`src/mmln_pkg.sv`:
```
// Shared constants, types and a helper function of the min/max level normaliser.
`timescale 1ns / 1ps

package mmln_pkg;

    // Field widths.
    localparam int VOXEL_W     = 32;
    localparam int LEVEL_W     = 31;
    localparam int STATUS_W    = 2;
    localparam int CMD_W       = 2;
    localparam int FORMAT_W    = 2;
    localparam int CFG_INDEX_W = 1;
    localparam int CFG_DATA_W  = LEVEL_W;

    // Command queue between the front and the back end.
    localparam int QUEUE_DEPTH = 2;
    localparam int QPTR_W      = $clog2(QUEUE_DEPTH);
    localparam int QCOUNT_W    = $clog2(QUEUE_DEPTH + 1);

    // Divider sizing: the product holds VOXEL_W + LEVEL_W bits, one quotient bit per step.
    localparam int PROD_W = VOXEL_W + LEVEL_W;
    localparam int STEP_W = $clog2(LEVEL_W);

    // Command codes.
    localparam logic [CMD_W-1:0] CMD_CLEAR   = 2'd0;
    localparam logic [CMD_W-1:0] CMD_MEASURE = 2'd1;
    localparam logic [CMD_W-1:0] CMD_MAP     = 2'd2;

    // Status codes.
    localparam logic [STATUS_W-1:0] STATUS_OK        = 2'd0;
    localparam logic [STATUS_W-1:0] STATUS_BAD_LEVEL = 2'd1;
    localparam logic [STATUS_W-1:0] STATUS_NO_DATA   = 2'd2;

    // Sample format codes.
    localparam logic [FORMAT_W-1:0] FORMAT_U8  = 2'd0;
    localparam logic [FORMAT_W-1:0] FORMAT_S16 = 2'd1;
    localparam logic [FORMAT_W-1:0] FORMAT_S32 = 2'd2;

    // Configuration register indices.
    localparam logic [CFG_INDEX_W-1:0] CFG_SAMPLE_FORMAT = 1'd0;
    localparam logic [CFG_INDEX_W-1:0] CFG_MAX_LEVEL     = 1'd1;

    // Reset values.
    localparam logic [FORMAT_W-1:0]       FORMAT_RESET    = FORMAT_U8;
    localparam logic [LEVEL_W-1:0]        MAX_LEVEL_RESET = 31'd255;
    localparam logic signed [VOXEL_W-1:0] MINIMUM_RESET   = 32'sh7FFF_FFFF;
    localparam logic signed [VOXEL_W-1:0] MAXIMUM_RESET   = 32'sh0000_0000;

    // Configuration as seen by the back end.
    typedef struct packed {
        logic [FORMAT_W-1:0] sample_format;
        logic [LEVEL_W-1:0]  max_level;
    } cfg_t;

    // One map request with the statistics captured at its acceptance.
    typedef struct packed {
        logic signed [VOXEL_W-1:0] voxel_value;
        logic signed [VOXEL_W-1:0] minimum;
        logic signed [VOXEL_W-1:0] maximum;
    } map_item_t;

    // Queue status towards both ends.
    typedef struct packed {
        logic full;
        logic empty;
    } queue_status_t;

    // Largest level that a sample format can represent; zero for an unknown format.
    function automatic logic [LEVEL_W-1:0] format_top(input logic [FORMAT_W-1:0] fmt);
        logic [LEVEL_W-1:0] top;
        case (fmt)
            FORMAT_U8:  top = 31'd255;
            FORMAT_S16: top = 31'd32767;
            FORMAT_S32: top = 31'h7FFF_FFFF;
            default:    top = '0;
        endcase
        return top;
    endfunction

endpackage

```
`src/mmln_front.sv`:
```
// Front end: accepts commands, keeps the running statistics and queues map requests.
`timescale 1ns / 1ps

module mmln_front (
    input  logic                                 aclk,
    input  logic                                 aresetn,
    input  logic                                 s_valid,
    output logic                                 s_ready,
    input  logic [mmln_pkg::CMD_W-1:0]           s_command,
    input  logic signed [mmln_pkg::VOXEL_W-1:0]  s_voxel_value,
    input  mmln_pkg::queue_status_t              q_status,
    output logic                                 push_valid,
    output mmln_pkg::map_item_t                  push_item
);

    logic signed [mmln_pkg::VOXEL_W-1:0] minimum_reg, minimum_next;
    logic signed [mmln_pkg::VOXEL_W-1:0] maximum_reg, maximum_next;
    logic                                accept;

    // A command is taken whenever the queue has room for a possible map request.
    assign s_ready = !q_status.full;
    assign accept  = s_valid && s_ready;

    // Statistics update for clear and measure commands.
    always_comb begin
        minimum_next = minimum_reg;
        maximum_next = maximum_reg;
        if (accept) begin
            case (s_command)
                mmln_pkg::CMD_CLEAR: begin
                    minimum_next = mmln_pkg::MINIMUM_RESET;
                    maximum_next = mmln_pkg::MAXIMUM_RESET;
                end
                mmln_pkg::CMD_MEASURE: begin
                    if (s_voxel_value > maximum_reg) begin
                        maximum_next = s_voxel_value;
                    end
                    if (s_voxel_value < minimum_reg) begin
                        minimum_next = s_voxel_value;
                    end
                end
                default: begin
                end
            endcase
        end
    end

    always_ff @(posedge aclk) begin
        if (!aresetn) begin
            minimum_reg <= mmln_pkg::MINIMUM_RESET;
            maximum_reg <= mmln_pkg::MAXIMUM_RESET;
        end else begin
            minimum_reg <= minimum_next;
            maximum_reg <= maximum_next;
        end
    end

    // A map request carries the statistics as they stand at its transfer.
    assign push_valid            = accept && (s_command == mmln_pkg::CMD_MAP);
    assign push_item.voxel_value = s_voxel_value;
    assign push_item.minimum     = minimum_reg;
    assign push_item.maximum     = maximum_reg;

endmodule

```
`src/mmln_queue.sv`:
```
// Short first-in first-out queue of map requests between the front and back ends.
`timescale 1ns / 1ps

module mmln_queue (
    input  logic                    aclk,
    input  logic                    aresetn,
    input  logic                    push,
    input  mmln_pkg::map_item_t     push_item,
    input  logic                    pop,
    output mmln_pkg::map_item_t     pop_item,
    output mmln_pkg::queue_status_t status
);

    mmln_pkg::map_item_t                entry_reg [mmln_pkg::QUEUE_DEPTH];
    logic [mmln_pkg::QPTR_W-1:0]        wr_ptr_reg, wr_ptr_next;
    logic [mmln_pkg::QPTR_W-1:0]        rd_ptr_reg, rd_ptr_next;
    logic [mmln_pkg::QCOUNT_W-1:0]      count_reg, count_next;

    localparam logic [mmln_pkg::QPTR_W-1:0] LastPtr =
        mmln_pkg::QPTR_W'(mmln_pkg::QUEUE_DEPTH - 1);

    // Pointer and fill count update.
    always_comb begin
        wr_ptr_next = wr_ptr_reg;
        rd_ptr_next = rd_ptr_reg;
        count_next  = count_reg;
        if (push) begin
            wr_ptr_next = (wr_ptr_reg == LastPtr) ? '0 : wr_ptr_reg + 1'b1;
        end
        if (pop) begin
            rd_ptr_next = (rd_ptr_reg == LastPtr) ? '0 : rd_ptr_reg + 1'b1;
        end
        if (push && !pop) begin
            count_next = count_reg + 1'b1;
        end else if (pop && !push) begin
            count_next = count_reg - 1'b1;
        end
    end

    always_ff @(posedge aclk) begin
        if (!aresetn) begin
            wr_ptr_reg <= '0;
            rd_ptr_reg <= '0;
            count_reg  <= '0;
        end else begin
            wr_ptr_reg <= wr_ptr_next;
            rd_ptr_reg <= rd_ptr_next;
            count_reg  <= count_next;
        end
    end

    // Entry storage needs no reset.
    always_ff @(posedge aclk) begin
        if (push) begin
            entry_reg[wr_ptr_reg] <= push_item;
        end
    end

    assign pop_item     = entry_reg[rd_ptr_reg];
    assign status.full  = (count_reg == mmln_pkg::QCOUNT_W'(mmln_pkg::QUEUE_DEPTH));
    assign status.empty = (count_reg == '0);

endmodule

```
`src/mmln_back.sv`:
```
// Back end: checks, scales and divides one map request, then presents the result.
`timescale 1ns / 1ps

module mmln_back (
    input  logic                              aclk,
    input  logic                              aresetn,
    input  mmln_pkg::cfg_t                    cfg,
    input  mmln_pkg::queue_status_t           q_status,
    output logic                              pop,
    input  mmln_pkg::map_item_t               pop_item,
    output logic                              m_valid,
    input  logic                              m_ready,
    output logic [mmln_pkg::LEVEL_W-1:0]      m_level,
    output logic [mmln_pkg::STATUS_W-1:0]     m_status
);

    localparam int VW = mmln_pkg::VOXEL_W;
    localparam int LW = mmln_pkg::LEVEL_W;
    localparam int SW = mmln_pkg::STATUS_W;

    typedef enum logic [4:0] {
        ST_IDLE = 5'b00001,
        ST_PREP = 5'b00010,
        ST_MUL  = 5'b00100,
        ST_DIV  = 5'b01000,
        ST_DONE = 5'b10000
    } state_t;

    state_t                         state_reg, state_next;
    mmln_pkg::map_item_t            item_reg, item_next;
    logic [SW-1:0]                  status_reg, status_next;
    logic                           zero_reg, zero_next;
    logic [VW-1:0]                  range_reg, range_next;
    logic [VW-1:0]                  diff_reg, diff_next;
    logic [VW-1:0]                  rem_reg, rem_next;
    logic [LW-1:0]                  low_reg, low_next;
    logic [LW-1:0]                  quo_reg, quo_next;
    logic [mmln_pkg::STEP_W-1:0]    step_reg, step_next;
    logic [LW-1:0]                  res_level_reg, res_level_next;
    logic [SW-1:0]                  res_status_reg, res_status_next;
    logic                           m_valid_reg, m_valid_next;
    logic [LW-1:0]                  m_level_reg, m_level_next;
    logic [SW-1:0]                  m_status_reg, m_status_next;

    logic [LW-1:0]                  top;
    logic [mmln_pkg::PROD_W-1:0]    product;
    logic [VW:0]                    rem_shift;
    logic                           fits;
    logic                           load_out;

    // Working values of the individual steps.
    assign top       = mmln_pkg::format_top(cfg.sample_format);
    assign product   = mmln_pkg::PROD_W'(diff_reg) * mmln_pkg::PROD_W'(cfg.max_level);
    assign rem_shift = {rem_reg, low_reg[LW-1]};
    assign fits      = (rem_shift >= {1'b0, range_reg});
    assign load_out  = (state_reg == ST_DONE) && (!m_valid_reg || m_ready);

    // Sequencer for one map request.
    always_comb begin
        state_next      = state_reg;
        item_next       = item_reg;
        status_next     = status_reg;
        zero_next       = zero_reg;
        range_next      = range_reg;
        diff_next       = diff_reg;
        rem_next        = rem_reg;
        low_next        = low_reg;
        quo_next        = quo_reg;
        step_next       = step_reg;
        res_level_next  = res_level_reg;
        res_status_next = res_status_reg;
        pop             = 1'b0;
        case (state_reg)
            ST_IDLE: begin
                if (!q_status.empty) begin
                    pop        = 1'b1;
                    item_next  = pop_item;
                    state_next = ST_PREP;
                end
            end
            ST_PREP: begin
                // The level check takes precedence over the missing data check.
                if (cfg.max_level == '0 || cfg.max_level > top) begin
                    status_next = mmln_pkg::STATUS_BAD_LEVEL;
                end else if (item_reg.maximum < item_reg.minimum) begin
                    status_next = mmln_pkg::STATUS_NO_DATA;
                end else begin
                    status_next = mmln_pkg::STATUS_OK;
                end
                zero_next  = !(item_reg.voxel_value > item_reg.minimum);
                range_next = item_reg.maximum - item_reg.minimum;
                diff_next  = item_reg.voxel_value - item_reg.minimum;
                state_next = ST_MUL;
            end
            ST_MUL: begin
                // The product feeds the divider; its upper half is below the range here.
                rem_next  = product[mmln_pkg::PROD_W-1:LW];
                low_next  = product[LW-1:0];
                quo_next  = '0;
                step_next = mmln_pkg::STEP_W'(LW - 1);
                res_status_next = status_reg;
                if (status_reg != mmln_pkg::STATUS_OK || zero_reg || range_reg == '0) begin
                    res_level_next = '0;
                    state_next     = ST_DONE;
                end else if (diff_reg >= range_reg) begin
                    // At or above the maximum the level saturates.
                    res_level_next = cfg.max_level;
                    state_next     = ST_DONE;
                end else begin
                    state_next = ST_DIV;
                end
            end
            ST_DIV: begin
                // Restoring division, one quotient bit per cycle.
                rem_next  = fits ? VW'(rem_shift - {1'b0, range_reg}) : rem_shift[VW-1:0];
                low_next  = {low_reg[LW-2:0], 1'b0};
                quo_next  = {quo_reg[LW-2:0], fits};
                step_next = step_reg - 1'b1;
                if (step_reg == '0) begin
                    res_level_next = {quo_reg[LW-2:0], fits};
                    state_next     = ST_DONE;
                end
            end
            ST_DONE: begin
                if (load_out) begin
                    state_next = ST_IDLE;
                end
            end
            default: begin
                state_next = ST_IDLE;
            end
        endcase
    end

    // Output register: holds a result until its transfer.
    always_comb begin
        m_valid_next  = m_valid_reg;
        m_level_next  = m_level_reg;
        m_status_next = m_status_reg;
        if (load_out) begin
            m_valid_next  = 1'b1;
            m_level_next  = res_level_reg;
            m_status_next = res_status_reg;
        end else if (m_ready) begin
            m_valid_next = 1'b0;
        end
    end

    always_ff @(posedge aclk) begin
        if (!aresetn) begin
            state_reg   <= ST_IDLE;
            m_valid_reg <= 1'b0;
        end else begin
            state_reg   <= state_next;
            m_valid_reg <= m_valid_next;
        end
    end

    // Datapath registers need no reset.
    always_ff @(posedge aclk) begin
        item_reg       <= item_next;
        status_reg     <= status_next;
        zero_reg       <= zero_next;
        range_reg      <= range_next;
        diff_reg       <= diff_next;
        rem_reg        <= rem_next;
        low_reg        <= low_next;
        quo_reg        <= quo_next;
        step_reg       <= step_next;
        res_level_reg  <= res_level_next;
        res_status_reg <= res_status_next;
        m_level_reg    <= m_level_next;
        m_status_reg   <= m_status_next;
    end

    assign m_valid  = m_valid_reg;
    assign m_level  = m_level_reg;
    assign m_status = m_status_reg;

endmodule

```
`src/min_max_level_normalizer_core.sv`:
```
// Top level of the min/max level normaliser: configuration registers and the two ends.
//
//  Channel   Ports                                    Direction
//  input     s_valid s_ready s_command s_voxel_value  in
//  result    m_valid m_ready m_level m_status         out
//  config    cfg_valid cfg_ready cfg_index cfg_data   in
//
// Clear and measure commands take effect in the cycle of their transfer.
// A map command passes the queue, check and multiply steps, then a 31-step
// restoring divider at one quotient bit per cycle; saturated or zero levels
// skip the divider. The back end works on one map request at a time.
// A two-entry queue lets commands keep arriving while the divider is busy, until it fills.
// Synchronous active-low reset; no clearing pass is needed after it.
`timescale 1ns / 1ps

module min_max_level_normalizer_core (
    input  logic                                   aclk,
    input  logic                                   aresetn,
    input  logic                                   s_valid,
    output logic                                   s_ready,
    input  logic [mmln_pkg::CMD_W-1:0]             s_command,
    input  logic signed [mmln_pkg::VOXEL_W-1:0]    s_voxel_value,
    output logic                                   m_valid,
    input  logic                                   m_ready,
    output logic [mmln_pkg::LEVEL_W-1:0]           m_level,
    output logic [mmln_pkg::STATUS_W-1:0]          m_status,
    input  logic                                   cfg_valid,
    output logic                                   cfg_ready,
    input  logic [mmln_pkg::CFG_INDEX_W-1:0]       cfg_index,
    input  logic [mmln_pkg::CFG_DATA_W-1:0]        cfg_data
);

    logic [mmln_pkg::FORMAT_W-1:0] format_reg, format_next;
    logic [mmln_pkg::LEVEL_W-1:0]  max_level_reg, max_level_next;
    mmln_pkg::cfg_t                cfg;
    mmln_pkg::queue_status_t       q_status;
    mmln_pkg::map_item_t           push_item;
    mmln_pkg::map_item_t           pop_item;
    logic                          push_valid;
    logic                          pop;

    // Configuration writes are always taken.
    assign cfg_ready = 1'b1;

    always_comb begin
        format_next    = format_reg;
        max_level_next = max_level_reg;
        if (cfg_valid) begin
            case (cfg_index)
                mmln_pkg::CFG_SAMPLE_FORMAT: format_next    = cfg_data[mmln_pkg::FORMAT_W-1:0];
                mmln_pkg::CFG_MAX_LEVEL:     max_level_next = cfg_data;
                default: begin
                end
            endcase
        end
    end

    always_ff @(posedge aclk) begin
        if (!aresetn) begin
            format_reg    <= mmln_pkg::FORMAT_RESET;
            max_level_reg <= mmln_pkg::MAX_LEVEL_RESET;
        end else begin
            format_reg    <= format_next;
            max_level_reg <= max_level_next;
        end
    end

    assign cfg.sample_format = format_reg;
    assign cfg.max_level     = max_level_reg;

    mmln_front u_front (
        .aclk          (aclk),
        .aresetn       (aresetn),
        .s_valid       (s_valid),
        .s_ready       (s_ready),
        .s_command     (s_command),
        .s_voxel_value (s_voxel_value),
        .q_status      (q_status),
        .push_valid    (push_valid),
        .push_item     (push_item)
    );

    mmln_queue u_queue (
        .aclk      (aclk),
        .aresetn   (aresetn),
        .push      (push_valid),
        .push_item (push_item),
        .pop       (pop),
        .pop_item  (pop_item),
        .status    (q_status)
    );

    mmln_back u_back (
        .aclk     (aclk),
        .aresetn  (aresetn),
        .cfg      (cfg),
        .q_status (q_status),
        .pop      (pop),
        .pop_item (pop_item),
        .m_valid  (m_valid),
        .m_ready  (m_ready),
        .m_level  (m_level),
        .m_status (m_status)
    );

endmodule

```
`config.mk`:
```
export PLATFORM = sky130hd
export DESIGN_NAME = min_max_level_normalizer_core
export DESIGN_NICKNAME = d
export VERILOG_FILES = /design/src/mmln_pkg.sv /design/src/mmln_front.sv /design/src/mmln_queue.sv /design/src/mmln_back.sv /design/src/min_max_level_normalizer_core.sv
export SDC_FILE = /design/constraint.sdc
export NUM_CORES = 2
export LEC_CHECK = 0
export BUFFER_PORTS_ARGS = -buffer_cell sky130_fd_sc_hd__buf_2
export CORE_AREA = 2 2 350 352
export DETAILED_ROUTE_END_ITERATION = 10
export DIE_AREA = 0 0 352 354
export GPL_TIMING_DRIVEN = 0
export HOLD_SLACK_MARGIN = 0.15
export MAX_ROUTING_LAYER = met4
export PLACE_DENSITY = 0.69
export SLEW_MARGIN = 20
export SYNTH_ARGS = -nofsm -noshare
export SYNTH_HDL_FRONTEND = slang
export SYNTH_HIERARCHICAL = 1
export SYNTH_SLANG_ARGS = --single-unit
```
`constraint.sdc`:
```
create_clock -name aclk -period 9.5 [get_ports aclk]
set_clock_uncertainty 0.1 [all_clocks]
set_input_delay 0 -clock aclk [delete_from_list [all_inputs] [get_ports aclk]]
set_output_delay 0 -clock aclk [all_outputs]
set_load 0.005 [all_outputs]
```
==> impl_metrics.ini <==
[timing]
grt_setup_unrepaired = false
hold_ws_ps = 309
max_freq_ghz = 0.106
fin_crit_ps = 9450
slew_headroom_pct = 20.5
worst_pin_slew_ps = 1190
tns_ps = 0
slew_viol_final = 0
hold_viol = 0
period_share_pct = 99.5
setup_viol = 0

[cts]
cts_made_buffers = 72
clk_pin_slew_ps = 60
clock_latency_ps = 680
cts_sinks = 627
cts-root-buf = clkbuf_16
cts_tree = built
cts_max_level = 3
clockBufferDepth = 3

[grt]
grt_max_degree = 59
grt_overflow = 0
grt_pass1_vias = 49800
track_usage_pct = 35.2
grt_pass1_wl_um = 312000
antenna_found_initial = 31

[layout]
largest_reg_flops = 192
post-route-util_pct = 59.1
fin_nets = 7977
seq_area_um2 = 17800
multiInputGateArea_um2 = 40400
drive_above_1_share_pct = 8.84
nFillCells = 10300
area.growth.synth_to_final_pct = 12.5

[floorplan]
dieArea_um2 = 125000
core_area_um2 = 121000
die_x_um = 352
initial_utilization_pct = 52.6
die_h_um = 354
num_rows = 128
boundaryPins = 107

[routing]
vias_per_cell = 5.69
post_drt_wl_per_cell_um = 25.3
drc = 0
vias = 47100
detail-route-antenna-nets = 0
first_pass_iters = 6
routed_wl_um = 210000
drt_iter0_markers = 4142

[worst_setup_path]
worstPathCellList = clkbuf_1, nand2_1, fa_1, fa_1, inv_1, fa_1, fa_1, fa_1, fa_1, fa_1, fa_1, ha_1, clkbuf_1, a21o_1, a21o_1, a221oi_1, o21ai_0, inv_1, o2111a_1, a211oi_2, o31ai_1, o21ai_1, xnor2_1, mux2_2
crit_path_start_kind = flop
critPathKind = flop to flop
slowest_stage = clkbuf_1
end_kind = flop
crit_required_ps = 9910
crit_family = adder cells
cp_max_fo = 10
cp_slowest_stage_delay_ps = 800
crit_arrival_ps = 9860
path_buf_inv = 4
crit_top_cell = fa_1

[run]
maxCapViolCount = 0

[placed_design]
portBuffers = 105
gp_congestion = 1.05
hpwlAfterDp_um = 162000

[yosys]
synth_top_family_by_area = adder cells
synth_seq_cells = 627
synth.top_cell.area_share_pct = 27.4
syn_inst = 6129
synth.largest_area_cell = fa_1
synth-main-ff-cell = edfxtp_1
yosys.area_share.simple_pct = 14.0
synthAdderAreaFrac_pct = 36.9
synthXorXnorAreaFrac_pct = 1.98
synth-async-reset-ratio_pct = 0
syn_nets = 7551
synthMostInstantiatedCell = inv_1
synth-edff-count = 519
yosys-top-cells-area = fa_1 (27%), edfxtp_1 (25%), ha_1 (9.5%)
ys_warn_count = 6
synth_cell_types = 100
netlist_area_um2 = 63500
synth.avg_cell_area_um2 = 10.4
synthTopCellsByCount = inv_1 (1016), fa_1 (869), nand2_1 (709)
yosysSeqAreaShare_pct = 27.9
synth_compound_area_share_pct = 7.30
synthMuxAreaShare_pct = 3.31

[worst_hold_path]
hp-class = primary input to flop

[outcome]
status = complete, no violations
[cell type report]
cell class / instances / area share (%)
multi-input cells: 4161 / 56.5
flip-flops and latches: 627 / 24.8
inverters: 1016 / 5.34
repair buffers: 352 / 4.40
well taps: 1625 / 2.84
clock buffers: 89 / 2.70
plain buffers: 325 / 2.49
clock inverters: 45 / 0.730
diodes: 38 / 0.133
[cell usage in the layout, fill, tap and decap left out, drive strengths merged, types with 8 or more instances in the layout]
cell	Yosys	layout
clkinv	0	26
dfxtp	108	108
edfxtp	519	519
nor2	159	159
a21oi	205	205
mux2	98	98
clkbuf	246	333
buf	77	207
or2	10	10
a211oi	15	15
o21a	27	27
or3	10	10
inv	1016	1021
nor2b	63	63
nand3	51	51
nor4	22	22
nand2	711	711
dlygate4sd3	0	224
xnor2	95	95
diode	0	38
o31ai	10	10
a21boi	9	9
and4	8	8
nor3	24	24
nand4	83	83
o21bai	21	21
a21o	138	138
mux2i	85	85
o211ai	31	31
a221o	8	8
fa	869	869
and3	19	19
a31oi	26	26
nand2b	22	22
xor2	49	49
and2	569	569
ha	482	482
o21ai	167	167
[per-stage QoR]
step | instances | worst slack [ps] | area [um^2]
after CTS | 8235 | 5.50 | 71300
after global placement | 7859 | -994 | 66100
after global routing | 8272 | 9.58 | 71500
final | 8278 | 52.0 | 71500
after floorplan | 6129 | 1890 | 63500
after detailed placement | 7877 | -994 | 66500
[worst min-delay path: cells and delay by family]
family | cells | cell delay (ps)
AOI/OAI and AO/OA | 1 | 110
and+or+nand+nor | 2 | 220
buffers and inverters | 2 | 670
[routing by layer]
layer,vias to the layer above,global-route usage (%),wire length [um]
met3,751,8.10,18000
met5,-,-,0
met4,0,23.6,17600
met2,2225,56.2,98200
met1,23500,39.6,75900
li1,20600,-,-
[repair_timing]
| item | CTS | global route |
|---|---|---|
| endpoints found under the setup margin | 11 | 16 |
| endpoints found under the hold margin | 318 | 0 |
| resized for setup | 52 | 85 |
| buffers inserted | 0 | 5 |
| hold buffers | 224 | 0 |
[worst paths after layout]
check / from / end / slack, ps / depth (start not counted)
setup / recovery: max_level_reg[29] / u_back/rem_reg[31] / 50 / 24
hold reg to reg: u_back/res_level_reg[20] / u_back/m_level[20] / 310 / 0
setup reg to reg: max_level_reg[29] / u_back/rem_reg[31] / 50 / 24
hold / removal: s_command[0] / u_queue/wr_ptr_reg / 310 / 5
[cell families after synthesis]
| family | Yosys count |
|---|---|
| xor gates and xnor gates | 144 |
| adders and majority gates | 1351 |
| and+or+nand+nor | 1767 |
| muxes | 183 |
| AOI/OAI and AO/OA | 715 |
| other | 1 |
| buffers and inverters | 1341 |
| DFF | 627 |
Power is not shown: default switching activity piles up to over one toggle a cycle in this logic, so the estimate is an artifact.
